`src/hw/rtl/g2e_pkg.sv`:
```
// ----------------------------------------------------------------------------
// g2e_pkg: galactic to equatorial conversion package
// Types, constants and arithmetic helpers shared by the conversion datapath.
// ----------------------------------------------------------------------------
package g2e_pkg;

    localparam int ANGLE_BITS = 16;

    localparam logic [31:0] GAIN_Q30  = 32'd652032874;
    localparam logic [31:0] RA_NGP    = 32'd2300790120;
    localparam logic [31:0] DEC_NGP   = 32'd323673508;
    localparam logic [31:0] L_NCP     = 32'd1467447159;
    localparam logic [31:0] HALF_TURN = 32'h8000_0000;
    localparam logic signed [33:0] QUARTER = 34'sd1073741824;

    typedef struct packed {
        logic [15:0]        gal_longitude;
        logic signed [15:0] gal_latitude;
    } t_in;

    typedef struct packed {
        logic [15:0]        right_ascension;
        logic signed [15:0] declination;
    } t_out;

    typedef struct packed {
        logic signed [33:0] x;
        logic signed [33:0] y;
        logic signed [33:0] z;
        logic               flip;
    } t_rot_lane;

    typedef struct packed {
        logic signed [34:0] x;
        logic signed [34:0] y;
        logic [31:0]        z;
    } t_vec;

    function automatic logic [31:0] atan_ang(input int unsigned i);
        logic [31:0] v;
        case (i)
            0: v = 32'h20000000;  1: v = 32'h12E4051E;  2: v = 32'h09FB385B;
            3: v = 32'h051111D4;  4: v = 32'h028B0D43;  5: v = 32'h0145D7E1;
            6: v = 32'h00A2F61E;  7: v = 32'h00517C55;  8: v = 32'h0028BE53;
            9: v = 32'h00145F2F; 10: v = 32'h000A2F98; 11: v = 32'h000517CC;
            12: v = 32'h00028BE6; 13: v = 32'h000145F3; 14: v = 32'h0000A2FA;
            15: v = 32'h0000517D; 16: v = 32'h000028BE; 17: v = 32'h0000145F;
            18: v = 32'h00000A30; 19: v = 32'h00000518; 20: v = 32'h0000028C;
            21: v = 32'h00000146; 22: v = 32'h000000A3; 23: v = 32'h00000051;
            24: v = 32'h00000029; 25: v = 32'h00000014; 26: v = 32'h0000000A;
            27: v = 32'h00000005; 28: v = 32'h00000003; 29: v = 32'h00000001;
            30: v = 32'h00000001;
            default: v = 32'h00000000;
        endcase
        return v;
    endfunction

    // range reduction into the cordic rotation domain
    function automatic t_rot_lane rot_init(input logic [31:0] a);
        t_rot_lane   r;
        logic [31:0] a2;
        r.x    = 34'(signed'({2'b00, GAIN_Q30}));
        r.y    = '0;
        r.z    = {{2{a[31]}}, a};
        r.flip = 1'b0;
        if (r.z > QUARTER || r.z < -QUARTER) begin
            a2     = a + HALF_TURN;
            r.z    = {{2{a2[31]}}, a2};
            r.flip = 1'b1;
        end
        return r;
    endfunction

    // rounded q30 product
    function automatic logic signed [33:0] mulq(input logic signed [31:0] a,
                                                input logic signed [31:0] b);
        logic signed [63:0] p;
        p = a * b + (64'sd1 <<< 29);
        return p[63:30];
    endfunction

    // elaboration-time sine or cosine of a constant angle
    function automatic logic signed [63:0] const_trig(input logic [31:0] a,
                                                      input int n,
                                                      input bit want_cos);
        logic signed [63:0] x;
        logic signed [63:0] y;
        logic signed [63:0] z;
        logic signed [63:0] dx;
        logic signed [63:0] dy;
        logic [31:0]        a2;
        logic               flip;
        x    = 64'(signed'({1'b0, GAIN_Q30}));
        y    = '0;
        z    = {{32{a[31]}}, a};
        flip = 1'b0;
        if (z > 64'sd1073741824 || z < -64'sd1073741824) begin
            a2   = a + HALF_TURN;
            z    = {{32{a2[31]}}, a2};
            flip = 1'b1;
        end
        for (int i = 0; i < 32; i++) begin
            if (i < n) begin
                dx = y >>> i;
                dy = x >>> i;
                if (z >= 0) begin
                    x = x - dx; y = y + dy; z = z - 64'(atan_ang(i));
                end else begin
                    x = x + dx; y = y - dy; z = z + 64'(atan_ang(i));
                end
            end
        end
        if (flip) begin
            x = -x; y = -y;
        end
        return want_cos ? x : y;
    endfunction

endpackage

```
`src/hw/rtl/g2e_rot_cell.sv`:
```
// ----------------------------------------------------------------------------
// g2e_rot_cell: rotation cordic cell
// One micro-rotation on the latitude lane and the longitude lane per cycle while i_en is high.
// ----------------------------------------------------------------------------
module g2e_rot_cell #(
    parameter int IDX = 0
) (
    input  logic                i_clk,
    input  logic                i_rst_n,
    input  logic                i_en,
    input  logic                i_vld,
    input  g2e_pkg::t_rot_lane  i_b,
    input  g2e_pkg::t_rot_lane  i_l,
    output logic                o_vld,
    output g2e_pkg::t_rot_lane  o_b,
    output g2e_pkg::t_rot_lane  o_l
);

    localparam logic signed [33:0] ATAN = 34'(g2e_pkg::atan_ang(IDX));

    logic               r_vld;
    g2e_pkg::t_rot_lane r_b;
    g2e_pkg::t_rot_lane r_l;
    g2e_pkg::t_rot_lane n_b;
    g2e_pkg::t_rot_lane n_l;

    function automatic g2e_pkg::t_rot_lane step(input g2e_pkg::t_rot_lane a);
        g2e_pkg::t_rot_lane r;
        r = a;
        if (a.z >= 0) begin
            r.x = a.x - (a.y >>> IDX);
            r.y = a.y + (a.x >>> IDX);
            r.z = a.z - ATAN;
        end else begin
            r.x = a.x + (a.y >>> IDX);
            r.y = a.y - (a.x >>> IDX);
            r.z = a.z + ATAN;
        end
        return r;
    endfunction

    always_comb begin
        n_b = step(i_b);
        n_l = step(i_l);
    end

    always_ff @(posedge i_clk) begin
        if (!i_rst_n) begin
            r_vld <= 1'b0;
        end else if (i_en) begin
            r_vld <= i_vld;
        end
        if (i_en) begin
            r_b <= n_b;
            r_l <= n_l;
        end
    end

    assign o_vld = r_vld;
    assign o_b   = r_b;
    assign o_l   = r_l;

endmodule

```
`config.mk`:
```
export PLATFORM = sky130hd
export DESIGN_NAME = g2e_rot_cell
export DESIGN_NICKNAME = d
export VERILOG_FILES = /design/src/hw/rtl/g2e_pkg.sv /design/src/hw/rtl/g2e_rot_cell.sv
export SDC_FILE = /design/constraint.sdc
export NUM_CORES = 1
export LEC_CHECK = 0
export BUFFER_PORTS_ARGS = -buffer_cell sky130_fd_sc_hd__buf_2
export CELL_PAD_IN_SITES_DETAIL_PLACEMENT = 0
export CELL_PAD_IN_SITES_GLOBAL_PLACEMENT = 1
export CORE_MARGIN = 2
export CORE_UTILIZATION = 38
export CTS_BUF_LIST = sky130_fd_sc_hd__clkbuf_4
export DETAILED_ROUTE_END_ITERATION = 10
export PLACE_DENSITY = 0.8
export SKIP_LAST_GASP = 1
export SYNTH_ARGS = -nofsm -noshare
export SYNTH_HDL_FRONTEND = slang
export SYNTH_SLANG_ARGS = --single-unit
```
`constraint.sdc`:
```
create_clock -name i_clk -period 3.15 [get_ports i_clk]
set_clock_uncertainty 0.15 [all_clocks]
set_input_delay 0.63 -clock i_clk [delete_from_list [all_inputs] [get_ports i_clk]]
set_output_delay 0.63 -clock i_clk [all_outputs]
set_load 0.005 [all_outputs]
```
==> After elaboration in Yosys (flattened, before gate mapping) <==
Cells that the tools add are included.
{ "op_classes": {"addsub": 10, "magnitude_cmp": 2, "n_mux": 2} }
{ "op_table": {"columns": ["op", "n"], "rows": [
  ["$mux 102", 2],
  ["$sub 34x34->34", 4],
  ["$add 34x31->34 const B", 2],
  ["$add 34x34->34", 2],
  ["$ge 34x1->1 const B", 2],
  ["$sub 34x31->34 const B", 2]
]} }
{ "word_totals": {"inputBits": 210, "out_inout_bits": 207, "register_bits": 207} }

==> Depth between registers and ports, before layout <==
{ "logic_depth": {"depth_word": 2, "mapped_depth": 14, "depth_no_buf": 12} }

==> Worst setup path before layout <==
OpenSTA, ideal clock, no wires.
{ "synth_path": {"kind": "input -> register", "from": "in i_b[34] in the netlist's numbering", "to": "reg r_b, in the netlist o_b[34] (data pin)", "slack_ns": -0.270, "path_buffers": 2, "t_arrival_ns": 3.014, "path_stages": 14, "setup_ns": 0.257, "t_required_ns": 2.743, "path_cell_list": "inv_1 -> ha_1 -> nor4b_1 -> nand4_1 -> nor3_1 -> nor2_1 -> inv_2 -> clkbuf_1 -> buf_1 -> ha_1 -> a21oi_1 -> nor2_1 -> o211ai_1 -> nand2_1"} }
{ "synth_lines": {"columns": ["item", "line_no", "source"], "rows": [
  ["from (decl)", "g2e_rot_cell.sv:12", "input g2e_pkg::t_rot_lane i_b,"],
  ["to (signal assigned)", "g2e_rot_cell.sv:54", "r_b <= n_b;"],
  ["to (decl)", "g2e_rot_cell.sv:22", "g2e_pkg::t_rot_lane r_b;"]
]} }

==> run_results.csv <==
group,metric,value,unit
floorplanning,die_h,222,um
global_routing,gr-total-overflow,0,
job,max_cap_viol_count,0,
floorplanning,dieArea,49400,sq um
setup_path,path_max_fanout,4,
clock_network,ctsRootBufferMaster,"clkbuf_4",
setup_path,crit_slowest_cell,"or3_1",
setup_path,r2r_slack,1760,ps
clock_network,cts_tree,"built",
status,status,"finished clean",
final_layout,final_common_cell,"buf_4",
floorplanning,start_util,38.7,%
synth,async_reset_ff_share,0,%
final_layout,final_util,56.4,%
setup_path,critPathCaptureType,"register",
floorplanning,ios,417,
synth,synthCells,2032,
sta,hold_ws,66.7,ps
global_routing,grt_usage,28.4,%
sta,setup_ws,43.8,ps
detailed_routing,ant_nets,0,
placed_design,place_inst,3500,
detailed_routing,drt-total-wl,72200,um
clock_network,cts.sink_count,205,
power,power.leakage,12.5,nW
placed_design,place_ws,-719,ps
global_routing,grt_max_degree,50,
final_layout,final_cell_mix,"buf_4, buf_2, a21oi_1",
detailed_routing,avgViaCountPerCell,5.34,
sta,setup_tns,0,ps
final_layout,drive_gt1_share,35.6,%
synth,ys_types,79,
setup_path,crit_path_cell_trace,"buf_2 -> inv_1 -> ha_1 -> a21o_1 -> or3_1 -> o21ai_1 -> a31o_2 -> nor4_1 -> or3_1 -> a2111oi_2 -> o22ai_1 -> xnor2_1",
clock_network,htreeDepth,2,
setup_path,required,3550,ps
sta,max_freq,0.322,GHz
setup_path,arrival,3510,ps
final_layout,nNetsFinal,3447,
detailed_routing,drtIter0Drc,1681,
sta,period_share,98.6,%
synth,synth_nets,2458,
setup_path,critPathLaunchType,"primary input",
detailed_routing,vias,19600,
floorplanning,num_rows,79,
detailed_routing,dr_wl_met3,5550,um
sta,max-slew-margin-rel,58.5,%
final_layout,fin_area,26300,sq um
placed_design,gp_congestion,0.989,
detailed_routing,dr.pass1.iters,5,
clock_network,post_cts_buffers,0,
synth,synth_edf_count,204,
placed_design,io_buffers,416,
synth,synth_seq_cells,205,
global_routing,grt_pass1_wl,110000,um
global_routing,antenna_found_initial,8,
power,vdd_drop_max,0.252,mV
placed_design,placed_area,24900,sq um
synth,avgSynthCellArea,8.91,sq um
sta,setup_viol,0,
detailed_routing,routed-wl-met2,34300,um
sta,worstMarginPinSlew,615,ps
setup_path,path_class,"primary input to register",
sta,fin_crit,3110,ps
final_layout,fillers,4277,
floorplanning,core,46800,sq um
synth,yosysSeqAreaShare,34.0,%
clock_network,clkTransAtPathRegs,70,ps
clock_network,numCtsBuffers,58,
clock_network,clk_latency,840,ps
placed_design,dpl.hpwl,57800,um
synth,ys_warn_count,0,
sta,hold_violations,0,
floorplanning,die_x,222,um
final_layout,area_growth,45.6,%
hold_path,hold_path.class,"primary input to register",
power,power,10.5,mW
setup_path,slowest_delay,460,ps
power,p_per_area,398,nW/um^2
clock_network,cts_buffer_depth,3,
sta,report.final.slew_viol_count,0,
synth,synthFlopType,"edfxtp_1",
global_routing,grt_pass1_vias,19900,
detailed_routing,top_layer,"met5",
detailed_routing,wl_per_cell,19.6,um
detailed_routing,drc,0,
synth,synth_area,18100,sq um
setup_path,cpMostUsedCell,"or3_1",
detailed_routing,met1_length,30200,um
final_layout,fin_cells,3673,
## flip-flops by register name, summed over array words and instances, names as in the netlist
signal and count:
o_b 102, o_l 102, o_vld 1
## layout make-up
type | instances | area, sq um | area share, %
Multi-Input combinational cell | 1521 | 11000 | 41.8
Timing Repair Buffer | 1012 | 6840 | 25.9
Sequential cell | 205 | 6150 | 23.3
Inverter | 223 | 845 | 3.21
Tap cell | 607 | 759 | 2.88
Clock buffer | 74 | 556 | 2.11
Clock inverter | 26 | 179 | 0.679
Antenna cell | 5 | 12.5 | 0.0475
## final timing paths
kind / end / from / depth (start not counted)
setup reg to reg: o_vld / o_vld / 3
setup / recovery: o_l[100] / i_l[39] / 12
hold reg to reg: o_vld / o_vld / 3
hold / removal: o_b[69] / i_b[69] / 3
## repair_timing
| item | 4_1_cts | 5_1_grt |
|---|---|---|
| gates resized for setup | 0 | 3 |
| hold endpoints to repair | 67 | 0 |
| endpoints found under the setup margin | 0 | 4 |
| hold buffers | 68 | 0 |
## worst max-delay path: cells and delay by family
family	cells	cell delay (ps)
xor+xnor	1	140
compound gates	5	1360
simple gates	3	870
fa+ha+maj	1	340
buf+inv	2	170
## layer usage
layer | vias up | track usage [%]
li1 | 9351 | -
met1 | 9260 | 35.6
met2 | 841 | 48.7
met3 | 149 | 6.23
met4 | 10 | 8.78
met5 | - | 0
## power by group
| group | internal (mW) | total [mW] | switching, mW |
|---|---|---|---|
| Clock | 1.28 | 2.58 | 1.30 |
| Sequential | 3.52 | 3.66 | 0.140 |
| Combinational | 1.99 | 4.25 | 2.26 |
## cells in the mapped netlist, types with 27 or more instances
cell type / number / share of area, %
a21o_1: 40 / 1.7
a21oi_1: 227 / 6.3
clkbuf_1: 57 / 1.2
edfxtp_1: 204 / 34
ha_1: 208 / 14
inv_1: 215 / 4.5
mux2i_1: 32 / 1.8
nand2_1: 95 / 2.0
nand3_1: 31 / 0.86
nand4_1: 27 / 0.93
nor2_1: 164 / 3.4
nor3_1: 40 / 1.1
o211ai_1: 31 / 1.3
o21ai_0: 134 / 3.7
o21bai_1: 35 / 1.5
xnor2_1: 118 / 5.7
## logic make-up (layout without fill, tap and decap cells)
group,after synthesis,after routing,share of synthesized area (%)
mux,32,32,1.77
other cells,0,5,0
flops,205,205,34.0
buf+inv,306,1335,6.50
simple gates,477,477,12.7
compound gates,661,661,23.3
fa+ha+maj,216,216,15.3
xor+xnor,135,135,6.53
(Power assumes the default switching activity.)
