## config.mk

```make
export PLATFORM = sky130hd
export DESIGN_NAME = g2e_vec_cell
export DESIGN_NICKNAME = d
export VERILOG_FILES = /design/src/hw/rtl/g2e_pkg.sv /design/src/hw/rtl/g2e_vec_cell.sv
export SDC_FILE = /design/constraint.sdc
export NUM_CORES = 1
export LEC_CHECK = 0
export BUFFER_PORTS_ARGS = -buffer_cell sky130_fd_sc_hd__buf_2
export CAP_MARGIN = 25
export CORE_MARGIN = 3
export CORE_UTILIZATION = 45
export CTS_CLUSTER_SIZE = 16
export DETAILED_ROUTE_END_ITERATION = 12
export HOLD_SLACK_MARGIN = 0.06
export PLACE_DENSITY = 0.71
export SYNTH_ARGS = -nofsm -noshare
export SYNTH_HDL_FRONTEND = slang
export SYNTH_SLANG_ARGS = --single-unit
```

## constraint.sdc

```tcl
create_clock -name i_clk -period 2.82 [get_ports i_clk]
set_clock_uncertainty 0.2 [all_clocks]
set_input_delay 0.423 -clock i_clk [delete_from_list [all_inputs] [get_ports i_clk]]
set_output_delay 0.423 -clock i_clk [all_outputs]
set_load 0.01 [all_outputs]
```

## src/hw/rtl/g2e_pkg.sv

```systemverilog
// ----------------------------------------------------------------------------
// g2e_pkg: galactic to equatorial conversion package
// Types, constants and arithmetic helpers shared by the conversion datapath.
// ----------------------------------------------------------------------------
package g2e_pkg;

    localparam int ANGLE_BITS = 16;

    localparam logic [31:0] GAIN_Q30  = 32'd652032874;
    localparam logic [31:0] RA_NGP    = 32'd2300790120;
    localparam logic [31:0] DEC_NGP   = 32'd323673508;
    localparam logic [31:0] L_NCP     = 32'd1467447159;
    localparam logic [31:0] HALF_TURN = 32'h8000_0000;
    localparam logic signed [33:0] QUARTER = 34'sd1073741824;

    typedef struct packed {
        logic [15:0]        gal_longitude;
        logic signed [15:0] gal_latitude;
    } t_in;

    typedef struct packed {
        logic [15:0]        right_ascension;
        logic signed [15:0] declination;
    } t_out;

    typedef struct packed {
        logic signed [33:0] x;
        logic signed [33:0] y;
        logic signed [33:0] z;
        logic               flip;
    } t_rot_lane;

    typedef struct packed {
        logic signed [34:0] x;
        logic signed [34:0] y;
        logic [31:0]        z;
    } t_vec;

    function automatic logic [31:0] atan_ang(input int unsigned i);
        logic [31:0] v;
        case (i)
            0: v = 32'h20000000;  1: v = 32'h12E4051E;  2: v = 32'h09FB385B;
            3: v = 32'h051111D4;  4: v = 32'h028B0D43;  5: v = 32'h0145D7E1;
            6: v = 32'h00A2F61E;  7: v = 32'h00517C55;  8: v = 32'h0028BE53;
            9: v = 32'h00145F2F; 10: v = 32'h000A2F98; 11: v = 32'h000517CC;
            12: v = 32'h00028BE6; 13: v = 32'h000145F3; 14: v = 32'h0000A2FA;
            15: v = 32'h0000517D; 16: v = 32'h000028BE; 17: v = 32'h0000145F;
            18: v = 32'h00000A30; 19: v = 32'h00000518; 20: v = 32'h0000028C;
            21: v = 32'h00000146; 22: v = 32'h000000A3; 23: v = 32'h00000051;
            24: v = 32'h00000029; 25: v = 32'h00000014; 26: v = 32'h0000000A;
            27: v = 32'h00000005; 28: v = 32'h00000003; 29: v = 32'h00000001;
            30: v = 32'h00000001;
            default: v = 32'h00000000;
        endcase
        return v;
    endfunction

    // range reduction into the cordic rotation domain
    function automatic t_rot_lane rot_init(input logic [31:0] a);
        t_rot_lane   r;
        logic [31:0] a2;
        r.x    = 34'(signed'({2'b00, GAIN_Q30}));
        r.y    = '0;
        r.z    = {{2{a[31]}}, a};
        r.flip = 1'b0;
        if (r.z > QUARTER || r.z < -QUARTER) begin
            a2     = a + HALF_TURN;
            r.z    = {{2{a2[31]}}, a2};
            r.flip = 1'b1;
        end
        return r;
    endfunction

    // rounded q30 product
    function automatic logic signed [33:0] mulq(input logic signed [31:0] a,
                                                input logic signed [31:0] b);
        logic signed [63:0] p;
        p = a * b + (64'sd1 <<< 29);
        return p[63:30];
    endfunction

    // elaboration-time sine or cosine of a constant angle
    function automatic logic signed [63:0] const_trig(input logic [31:0] a,
                                                      input int n,
                                                      input bit want_cos);
        logic signed [63:0] x;
        logic signed [63:0] y;
        logic signed [63:0] z;
        logic signed [63:0] dx;
        logic signed [63:0] dy;
        logic [31:0]        a2;
        logic               flip;
        x    = 64'(signed'({1'b0, GAIN_Q30}));
        y    = '0;
        z    = {{32{a[31]}}, a};
        flip = 1'b0;
        if (z > 64'sd1073741824 || z < -64'sd1073741824) begin
            a2   = a + HALF_TURN;
            z    = {{32{a2[31]}}, a2};
            flip = 1'b1;
        end
        for (int i = 0; i < 32; i++) begin
            if (i < n) begin
                dx = y >>> i;
                dy = x >>> i;
                if (z >= 0) begin
                    x = x - dx; y = y + dy; z = z - 64'(atan_ang(i));
                end else begin
                    x = x + dx; y = y - dy; z = z + 64'(atan_ang(i));
                end
            end
        end
        if (flip) begin
            x = -x; y = -y;
        end
        return want_cos ? x : y;
    endfunction

endpackage

```

## src/hw/rtl/g2e_vec_cell.sv

```systemverilog
// ----------------------------------------------------------------------------
// g2e_vec_cell: vectoring cordic cell
// One micro-rotation toward the x axis per cycle while i_en is high, side data rides along.
// ----------------------------------------------------------------------------
module g2e_vec_cell #(
    parameter int IDX = 0,
    parameter int SW  = 1
) (
    input  logic            i_clk,
    input  logic            i_rst_n,
    input  logic            i_en,
    input  logic            i_vld,
    input  g2e_pkg::t_vec   i_d,
    input  logic [SW-1:0]   i_side,
    output logic            o_vld,
    output g2e_pkg::t_vec   o_d,
    output logic [SW-1:0]   o_side
);

    localparam logic [31:0] ATAN = g2e_pkg::atan_ang(IDX);

    logic            r_vld;
    g2e_pkg::t_vec   r_d;
    logic [SW-1:0]   r_side;
    g2e_pkg::t_vec   n_d;

    always_comb begin
        if (i_d.y > 0) begin
            n_d.x = i_d.x + (i_d.y >>> IDX);
            n_d.y = i_d.y - (i_d.x >>> IDX);
            n_d.z = i_d.z + ATAN;
        end else begin
            n_d.x = i_d.x - (i_d.y >>> IDX);
            n_d.y = i_d.y + (i_d.x >>> IDX);
            n_d.z = i_d.z - ATAN;
        end
    end

    always_ff @(posedge i_clk) begin
        if (!i_rst_n) begin
            r_vld <= 1'b0;
        end else if (i_en) begin
            r_vld <= i_vld;
        end
        if (i_en) begin
            r_d    <= n_d;
            r_side <= i_side;
        end
    end

    assign o_vld  = r_vld;
    assign o_d    = r_d;
    assign o_side = r_side;

endmodule

```

# Word-level counts from Yosys, hierarchy flattened
# Index checks and enable logic that the tools add are counted.
[classes] add_sub_neg=5 magnitude_cmp=1 n_mux=1
[ops] op="2-to-1 mux 102 bit" count=1
[ops] op="subtractor 35 bit" count=2
[ops] op="adder 35 bit" count=1
[ops] op="> comparator 35 x 1 -> 1 bit (second input constant)" count=1
[ops] op="adder 32 x 30 -> 32 bit (second input constant)" count=1
[ops] op="subtractor 32 x 30 -> 32 bit (second input constant)" count=1
[totals] register_bits=104 output_inout_bits=104

# Depth between registers and ports, before layout
# Gate-level depths: netlist (run 1).
[depth] ltp_word=2 depth_mapped=12 depth_no_buf=12

# Worst setup path after synthesis (run 1)
# OpenSTA, ideal clock, no wires.
[synth_path] kind="input port to flip-flop" from="in i_d[34] in the netlist's numbering" to="reg r_d, in the netlist o_d[64], data pin" setup_ns=0.263 t_arrival_ns=2.588 required_ns=2.357 slack_ns=-0.231 cell_stages=11 cell_sequence="inv_1 -> ha_1 -> nor2b_1 -> o211ai_1 -> a31oi_1 -> a221o_1 -> a31oi_1 -> o21ai_0 -> a2111oi_0 -> a311oi_1 -> xnor2_1"
[synth_rtl] item="from (decl)" line_no="g2e_vec_cell.sv:13" text="input g2e_pkg::t_vec i_d,"
[synth_rtl] item="to (signal assigned)" line_no="g2e_vec_cell.sv:46" text="r_d <= n_d;"
[synth_rtl] item="to (decl)" line_no="g2e_vec_cell.sv:23" text="g2e_pkg::t_vec r_d;"

==> results.cfg, run 1 <==
[outcome]
status = complete, but fails checks
violations = negative setup slack

[power]
leakage_nw = 6.90
powerDensity_mw_per_mm2 = 413
ir_drop_v = 0.000284
power_mw = 6.20

[route]
first_iter_violations = 1032
vias = 10345
via_per_inst = 5.44
ant_nets = 0
drc = 0
drtPass1Iterations = 5
drt_wl_total_mm = 35.3
wire_per_inst_um = 18.6

[global_routing]
grt_pass1_vias = 10161
grt_pass1_wl_mm = 53.2
grt_max_degree = 45
grt_usage_pct = 30.4
gr-total-overflow = 0
antenna_found_initial = 2

[critical_path]
crit_type = input port to flip-flop
crit_arrival_ns = 2.92
crit_fanout = 4
crit_path_start_kind = input port
endpoint_kind = flip-flop
critPathRequiredTime_ns = 2.73

[yosys]
synth_ff_type = edfxtp_1
synth_area_per_cell_um2 = 8.86
synth-edff-count = 102
syn_inst = 1038
ys_types = 66
async_flop_share_pct = 0
synth_seq_area_share_pct = 33.5
yosysWarnings = 0
netlist_area_mm2 = 0.00920
syn-num-nets = 1253
ys_ff_latch = 103

[clock_tree]
clock_path_buffers = 2
cts_made_buffers = 9
clk_latency_ns = 0.36
clk_pin_slew_ns = 0.08
htree_levels = 3
clk_root_buffer_cell = clkbuf_16
clock-sinks = 103
cts_tree = done

[sta]
timing.final.ws_setup_ns = -0.193
min_period_ns = 3.01
relSlewSlack_pct = 60.7
finalCritPeriodShare_pct = 107
worstMarginPinSlew_ns = 0.590
holdWs_ns = 0.0838
setup_viol = 22
grt_setup_unrepaired = yes
clock.fmax_mhz = 332
slew_violations = 0
hold_violations = 0

[min_path]
holdCritPathClass = input port to flip-flop

[layout]
final_common_cell = buf_4
multi_input_area_mm2 = 0.00649
seq_area_mm2 = 0.00308
layout-drive-gt1-share_pct = 46.8
nFillCells = 1476
synthToLayoutAreaGrowth_pct = 63.1
final_cell_mix = buf_4, buf_2, inv_1
nets = 1844

[placed_design]
portBuffers = 210
dpl.hpwl_mm = 27.8
gp_congestion = 1.01

[floorplanning]
die_area_mm2 = 0.0222
ios = 211
start_util_pct = 46.5
coreArea_mm2 = 0.0198
rows = 51
die_x_um = 149
die_h_um = 149

[run]
max-cap-violations = 0
worst max-delay path, stage by stage:
cell	delay (ns)
buf_8	0.11
buf_6	0.12
inv_8	0.04
ha_4	0.13
fa_2	0.23
nor2b_4	0.05
o211ai_1	0.30
a31oi_1	0.18
a221o_1	0.40
a31oi_4	0.30
o21ai_4	0.10
a2111oi_4	0.31
a311oi_2	0.07
xnor2_1	0.15
sequential cells by signal, summed over array words and instances, names as in the netlist:
signal and flops:
o_d 101, o_side 1, o_vld 1
final cells by class:
cell class	count	share of cell area, %
Clock buffer	10	1.53
Antenna cell	2	0.0334
Multi-Input combinational cell	776	43.3
Clock inverter	6	0.417
Timing Repair Buffer	623	29.0
Sequential cell	103	20.6
Tap cell	265	2.21
Inverter	116	2.98
what timing repair did:
action,CTS,global route
endpoints found under the hold margin,30,0
pin swaps,57,57
gates resized for setup,98,103
buffers inserted,9,11
endpoints found under the setup margin,43,43
hold buffers,30,0
where the power goes:
group / internal, mW / leakage, nW / switching, mW
clock: 0.626 / 0.143 / 0.641
combinational: 1.39 / 5.75 / 1.50
sequential: 1.97 / 1.01 / 0.0729
cell families (layout without fill, tap and decap cells):
logic type / count (synthesis) / count (layout) / share of synthesized area [%]
buffers and inverters: 159 / 755 / 6.75
and+or+nand+nor: 240 / 240 / 12.3
adders and majority gates: 108 / 108 / 15.0
DFF: 103 / 103 / 33.5
xor gates and xnor gates: 69 / 69 / 6.57
muxes: 15 / 15 / 1.65
AOI/OAI and AO/OA: 344 / 344 / 24.2
other: 0 / 2 / 0
layer usage:
layer	routed length, µm	part of all wire [%]	vias to the layer above	track usage, %
met5	0	0	-	0
met4	883	2.5	0	8.28
met3	2600	7.4	73	4.98
met2	16700	47	440	50.6
met1	15100	43	4918	41.4
li1	-	-	4914	-
Yosys cell counts (4+ instances only):
| cell type | number | share of area [%] |
|---|---|---|
| o21bai_1 | 24 | 2.0 |
| buf_2 | 16 | 0.87 |
| a21o_1 | 13 | 1.1 |
| nand3_1 | 16 | 0.87 |
| o211ai_1 | 11 | 0.90 |
| nand3b_1 | 4 | 0.33 |
| a221oi_1 | 7 | 0.67 |
| xor2_1 | 5 | 0.48 |
| o311ai_0 | 4 | 0.38 |
| fa_1 | 4 | 0.87 |
| mux2i_1 | 14 | 1.5 |
| a21oi_1 | 126 | 6.9 |
| a21boi_0 | 4 | 0.33 |
| a31oi_1 | 13 | 0.88 |
| nand2b_1 | 9 | 0.61 |
| nor2b_1 | 12 | 0.82 |
| or4_1 | 4 | 0.33 |
| nor2_1 | 89 | 3.6 |
| a211o_1 | 6 | 0.57 |
| buf_1 | 6 | 0.24 |
| nor4_1 | 13 | 0.88 |
| a22oi_1 | 4 | 0.33 |
| or2_2 | 4 | 0.27 |
| a211oi_1 | 10 | 0.82 |
| xnor2_1 | 64 | 6.1 |
| o21a_1 | 13 | 1.1 |
| ha_1 | 104 | 14 |
| edfxtp_1 | 102 | 33 |
| o21ai_0 | 62 | 3.4 |
| nand2_1 | 50 | 2.0 |
| inv_1 | 113 | 4.6 |
| nand4_1 | 7 | 0.48 |
| o31ai_1 | 12 | 0.98 |
| nor3_1 | 19 | 1.0 |
| clkbuf_1 | 20 | 0.82 |
path summary, 6_finish.rpt:
path,start,to,slack (ns),depth (start not counted)
min,i_rst_n,o_vld,0.08,2
max,i_d[32],o_d[64],-0.19,14
min reg2reg,o_vld,o_vld,0.32,2
max reg2reg,o_vld,o_vld,2.03,2
through the flow:
| stage | setup slack [ns] | setup TNS, ns | area [µm²] | utilization [%] | std cells |
|---|---|---|---|---|---|
| detailed placement | -0.720 | -29.43 | 13400 | 67.6 | 1839 |
| global route | -0.246 | -3.26 | 15000 | 75.8 | 1901 |
| global placement | -0.632 | -26.53 | 13400 | 67.6 | 1839 |
| CTS | -0.106 | -0.559 | 14400 | 73.0 | 1892 |
| floorplan | -0.0825 | -0.794 | 9360 | - | 1038 |
| finish | -0.193 | -1.34 | 15000 | 75.8 | 1901 |
Power figures use the tool's default switching activity.
==> inputs of run 2 (changes only) <==
==> constraint.sdc (replaced) <==
create_clock -name i_clk -period 2.82 [get_ports i_clk]
set_clock_uncertainty 0.2 [all_clocks]
set_input_delay 0.141 -clock i_clk [delete_from_list [all_inputs] [get_ports i_clk]]
set_output_delay 0.141 -clock i_clk [all_outputs]
set_load 0.01 [all_outputs]
==> run 2 against run 1 <==
Against the previous run:
- the flow still finishes with violations (negative setup slack)
- final cell count fell by 4.3%
- critical path type unchanged
- via count shrank 5.3%
- critical endpoint is now o_d[65]
- total power fell by 5.6%
- highest routed layer unchanged
- register-to-register slack got worse by 0.58 ns
- count of clock-buffer cells in the layout decreased by 1
- design area fell by 8.8%
- die area unchanged
- sequential share of layout area up 2.0 points
- global-route usage is 1.3 points lower
- critical path depth fell by 1
- worst hold slack worse by 0.0082 ns
- sequential cell count is the same
==> results.cfg, run 2 (synthesized netlist as in run 1, its figures left out) <==
[outcome]
status = complete, but fails checks
violations = negative setup slack

[critical_path]
critPathRequiredTime_ns = 2.73
crit_path_start_kind = input port
cpMaxStageDelayCell = a2111oi_1
endpoint_kind = flip-flop
crit_fanout = 3
r2r_start = o_vld
crit_type = input port to flip-flop
cp_cell_sequence = buf_2 -> buf_4 -> ha_1 -> a2111oi_1 -> a22oi_2 -> a31oi_1 -> a311oi_2 -> o311ai_2 -> buf_4 -> buf_4 -> a21oi_1 -> o22a_1 -> xor2_1
reg2reg_depth = 3
crit_arrival_ns = 2.79
startpoint = i_d[36]
cpMostUsedCell = buf_4
max_stage_delay_ns = 0.54

[clock_tree]
clock_path_buffers = 2
clock-sinks = 103
clk_latency_ns = 0.35
cts_made_buffers = 9
clk_pin_slew_ns = 0.08
clk_root_buffer_cell = clkbuf_16
htree_levels = 3
cts_tree = done

[layout]
nets = 1764
utilization_pct = 69.1
diodes = 0
final_cell_area_mm2 = 0.0137
final_common_cell = buf_4
synthToLayoutAreaGrowth_pct = 48.7
layout-drive-gt1-share_pct = 37.8
final_cells = 1819
largest_reg_flops = 101
final_cell_mix = buf_4, buf_2, a21oi_1

[route]
ant_nets = 0
wire_per_inst_um = 18.3
vias = 9795
first_iter_violations = 799
via_per_inst = 5.38
drt_wl_total_mm = 33.4
drc = 0
drtPass1Iterations = 5

[sta]
worstMarginPinSlew_ns = 0.576
min_period_ns = 2.88
clock.fmax_mhz = 347
hold_violations = 0
finalCritPeriodShare_pct = 102
holdWs_ns = 0.0756
slew_violations = 0
relSlewSlack_pct = 61.5
grt_setup_unrepaired = yes
setup_viol = 3
timing.final.ws_setup_ns = -0.0602
tns_ns = -0.105

[power]
leakage_nw = 6.38
power_mw = 5.85
powerDensity_mw_per_mm2 = 428
ir_drop_v = 0.000273

[floorplanning]
rows = 51
start_util_pct = 46.5
die_area_mm2 = 0.0222
coreArea_mm2 = 0.0198
die_h_um = 149
die_x_um = 149
ios = 211

[global_routing]
grt_pass1_vias = 9609
gr-total-overflow = 0
grt_usage_pct = 29.1
grt_pass1_wl_mm = 51.0
antenna_found_initial = 0
grt_max_degree = 69

[placed_design]
preCtsSetupSlack_ns = -0.714
dpl.hpwl_mm = 26.7
postPlaceCellArea_mm2 = 0.0126
dpl.cell_count = 1758
gp_congestion = 0.986
portBuffers = 210

[run]
max-cap-violations = 0

[min_path]
worst_hold_path.num_cells = 1
min_from = i_en
holdCritPathClass = input port to flip-flop
## run 2: cell types whose count changed in the layout (fill, tap and decap cells not counted), sizes merged
cell | before | now
inv | 117 | 118
clkbuf | 10 | 9
clkinv | 4 | 5
dlygate4sd3 | 30 | 37
clkinvlp | 1 | 0
buf | 593 | 506
diode | 2 | 0
## run 2: cell type report
| class | instances | area (µm²) |
|---|---|---|
| clock inverter | 7 | 65.1 |
| fill | 1620 | 6100 |
| tap | 265 | 332 |
| sequential | 103 | 3080 |
| multi-input combinational | 776 | 5800 |
| clock buffer | 9 | 225 |
| timing repair buffer | 543 | 3730 |
| inverter | 116 | 440 |
## run 2: path summary, 6_finish.rpt
kind | to | slack, ns
setup reg to reg | o_vld | 1.45
hold reg to reg | o_vld | 0.91
setup / recovery | o_d[65] | -0.06
hold / removal | o_d[84] | 0.08
## run 2: power by group
group | internal [mW] | total [mW] | switching [mW]
clock network | 0.621 | 1.26 | 0.642
registers | 1.97 | 2.04 | 0.0670
logic | 1.19 | 2.55 | 1.36
## run 2: worst max-delay path: cells and delay by family
kind	cells	cell delay [ns]
AO/OA/AOI/OAI	7	1.73
XOR/XNOR	1	0.14
adder cells (fa/ha/maj)	1	0.25
buffers and inverters	4	0.53
## run 2: layer usage
| layer | global-route usage (%) | vias to the layer above | routed length [µm] |
|---|---|---|---|
| met5 | 0 | - | 0 |
| met4 | 8.15 | 0 | 845 |
| met3 | 3.77 | 58 | 2080 |
| met2 | 48.3 | 409 | 15600 |
| met1 | 40.1 | 4574 | 14900 |
| li1 | - | 4754 | - |
## run 2: repair_timing
item                                    in CTS  in global routing
buffers inserted                             2                  6
endpoints found under the hold margin       37                  0
gates cloned                                 0                  0
hold buffers                                37                  0
endpoints found under the setup margin      30                 35
pin swaps                                   11                 33
resized for setup                           27                 52
==> inputs of run 3 (changes only) <==
Settings changed: TNS_END_PERCENT set to 50.
==> run 3 against run 2 <==
Against the previous run:
- the run still ends with negative setup slack left
- global-route usage unchanged
- combinational power is essentially flat
- die area is the same
- largest cell class unchanged
- largest power group unchanged
==> results.cfg, run 3 (synthesized netlist as in run 1, its figures left out) <==
[outcome]
status = complete, but fails checks
violations = negative setup slack

[sta]
worstMarginPinSlew_ns = 0.573
clock.fmax_mhz = 348
hold_violations = 0
timing.final.ws_setup_ns = -0.0566
min_period_ns = 2.88
relSlewSlack_pct = 61.7
setup_viol = 3
grt_setup_unrepaired = yes
slew_violations = 0
finalCritPeriodShare_pct = 102
tns_ns = -0.0962

[global_routing]
grt_pass1_wl_mm = 51.0
grt_max_degree = 69
antenna_found_initial = 0
grt_pass1_vias = 9609
gr-total-overflow = 0
grt_usage_pct = 29.1

[placed_design]
portBuffers = 210
postPlaceCellArea_mm2 = 0.0126
dpl.hpwl_mm = 26.7
gp_congestion = 0.986
preCtsSetupSlack_ns = -0.714
dpl.cell_count = 1758

[floorplanning]
rows = 51
ios = 211
coreArea_mm2 = 0.0198
die_x_um = 149
die_h_um = 149
start_util_pct = 46.5
die_area_mm2 = 0.0222

[power]
internal_power_mw = 3.78
ir_drop_v = 0.000271
leakage_nw = 6.37
power_mw = 5.83
seq_power_share_pct = 34.9
switching_share_pct = 35.2
p_clk_share_pct = 21.5
powerDensity_mw_per_mm2 = 427
combPwrFrac_pct = 43.6
switchingPower_mw = 2.05

[critical_path]
crit_fanout = 4
crit_type = input port to flip-flop
crit_path_start_kind = input port
r2r_slack_ns = 1.45
crit_arrival_ns = 2.78
critPathRequiredTime_ns = 2.73
endpoint_kind = flip-flop

[route]
drc = 0
vias = 9806
via_per_inst = 5.39
drtPass1Iterations = 6
wire_per_inst_um = 18.3
ant_nets = 0
drt_wl_total_mm = 33.2
first_iter_violations = 759

[layout]
final_cell_mix = buf_4, buf_2, a21oi_1
final_cell_area_mm2 = 0.0136
nets = 1763
final_common_cell = buf_4
layout-drive-gt1-share_pct = 37.5
final_cells = 1818
synthToLayoutAreaGrowth_pct = 48.3
diodes = 0
nFillCells = 1624
largest_reg_flops = 101

[clock_tree]
clk_pin_slew_ns = 0.08
htree_levels = 3
clock_path_buffers = 2
clk_latency_ns = 0.35
clk_root_buffer_cell = clkbuf_16
clock-sinks = 103
cts_tree = done
cts_made_buffers = 9

[run]
max-cap-violations = 0

[min_path]
holdCritPathClass = input port to flip-flop
-- run 3: changes by cell type in the layout (fill, tap and decap cells not counted) --
cell | before | now
o21ai_2 | 4 | 2
buf_6 | 1 | 0
ha_2 | 2 | 1
ha_1 | 98 | 100
ha_4 | 4 | 3
nor2b_1 | 9 | 10
nor2b_4 | 2 | 1
o21ai_1 | 6 | 8
-- run 3: path summary, 6_finish.rpt --
kind	from	end	depth (start not counted)
max	i_d[32]	o_d[64]	13
min reg2reg	o_vld	o_vld	3
max reg2reg	o_vld	o_vld	3
min	i_en	o_d[84]	1
-- run 3: area by class of cell --
type                            count  area, µm²  share of cell area [%]
Multi-Input combinational cell    776       5770                    42.3
Sequential cell                   103       3080                    22.6
Clock buffer                        9        225                    1.65
Tap cell                          265        332                    2.43
Inverter                          116        440                    3.23
Clock inverter                      7       65.1                   0.477
Timing Repair Buffer              542       3720                    27.3
-- run 3: repair_timing --
item                                   CTS  global route
buffers inserted                         2             5
resized for setup                       27            45
endpoints found under the hold margin   37             0
hold buffers                            37             0
pin swaps                               11            30
setup endpoints to repair               30            35
cloned                                   0             0
-- run 3: power groups by stage --
stage / registers [mW] / logic (mW) / clock network, mW
after floorplan: 2.18 / 1.06 / 0
final: 2.04 / 2.54 / 1.25
after detailed placement: 2.07 / 2.36 / 0
after global placement: 2.06 / 2.35 / 0
after global routing: 2.05 / 2.73 / 1.35
after CTS: 2.04 / 2.45 / 1.29
-- run 3: worst max-delay path, cell delays in order --
cell and delay (ns):
buf_2 0.14, inv_2 0.07, ha_4 0.15, fa_2 0.25
nor2b_4 0.05, o211ai_1 0.34, a31oi_2 0.19, a221o_1 0.40
a31oi_4 0.32, o21ai_4 0.12, a2111oi_4 0.37, a311oi_2 0.09
xnor2_1 0.15
-- run 3: metal layers --
layer	GRT usage (%)	vias up	part of all wire, %
met5	0	-	0
met4	8.15	0	2.4
met3	3.77	53	6.8
met2	48.3	411	47
met1	40.1	4583	44
li1	-	4759	-
-- run 3: metrics by stage --
stage	hold WS, ns	utilization, %
floorplan	0.0399	-
global placement	0.117	63.9
detailed placement	0.119	63.9
CTS	0.0849	67.8
global route	0.0947	68.9
finish	0.0756	68.9
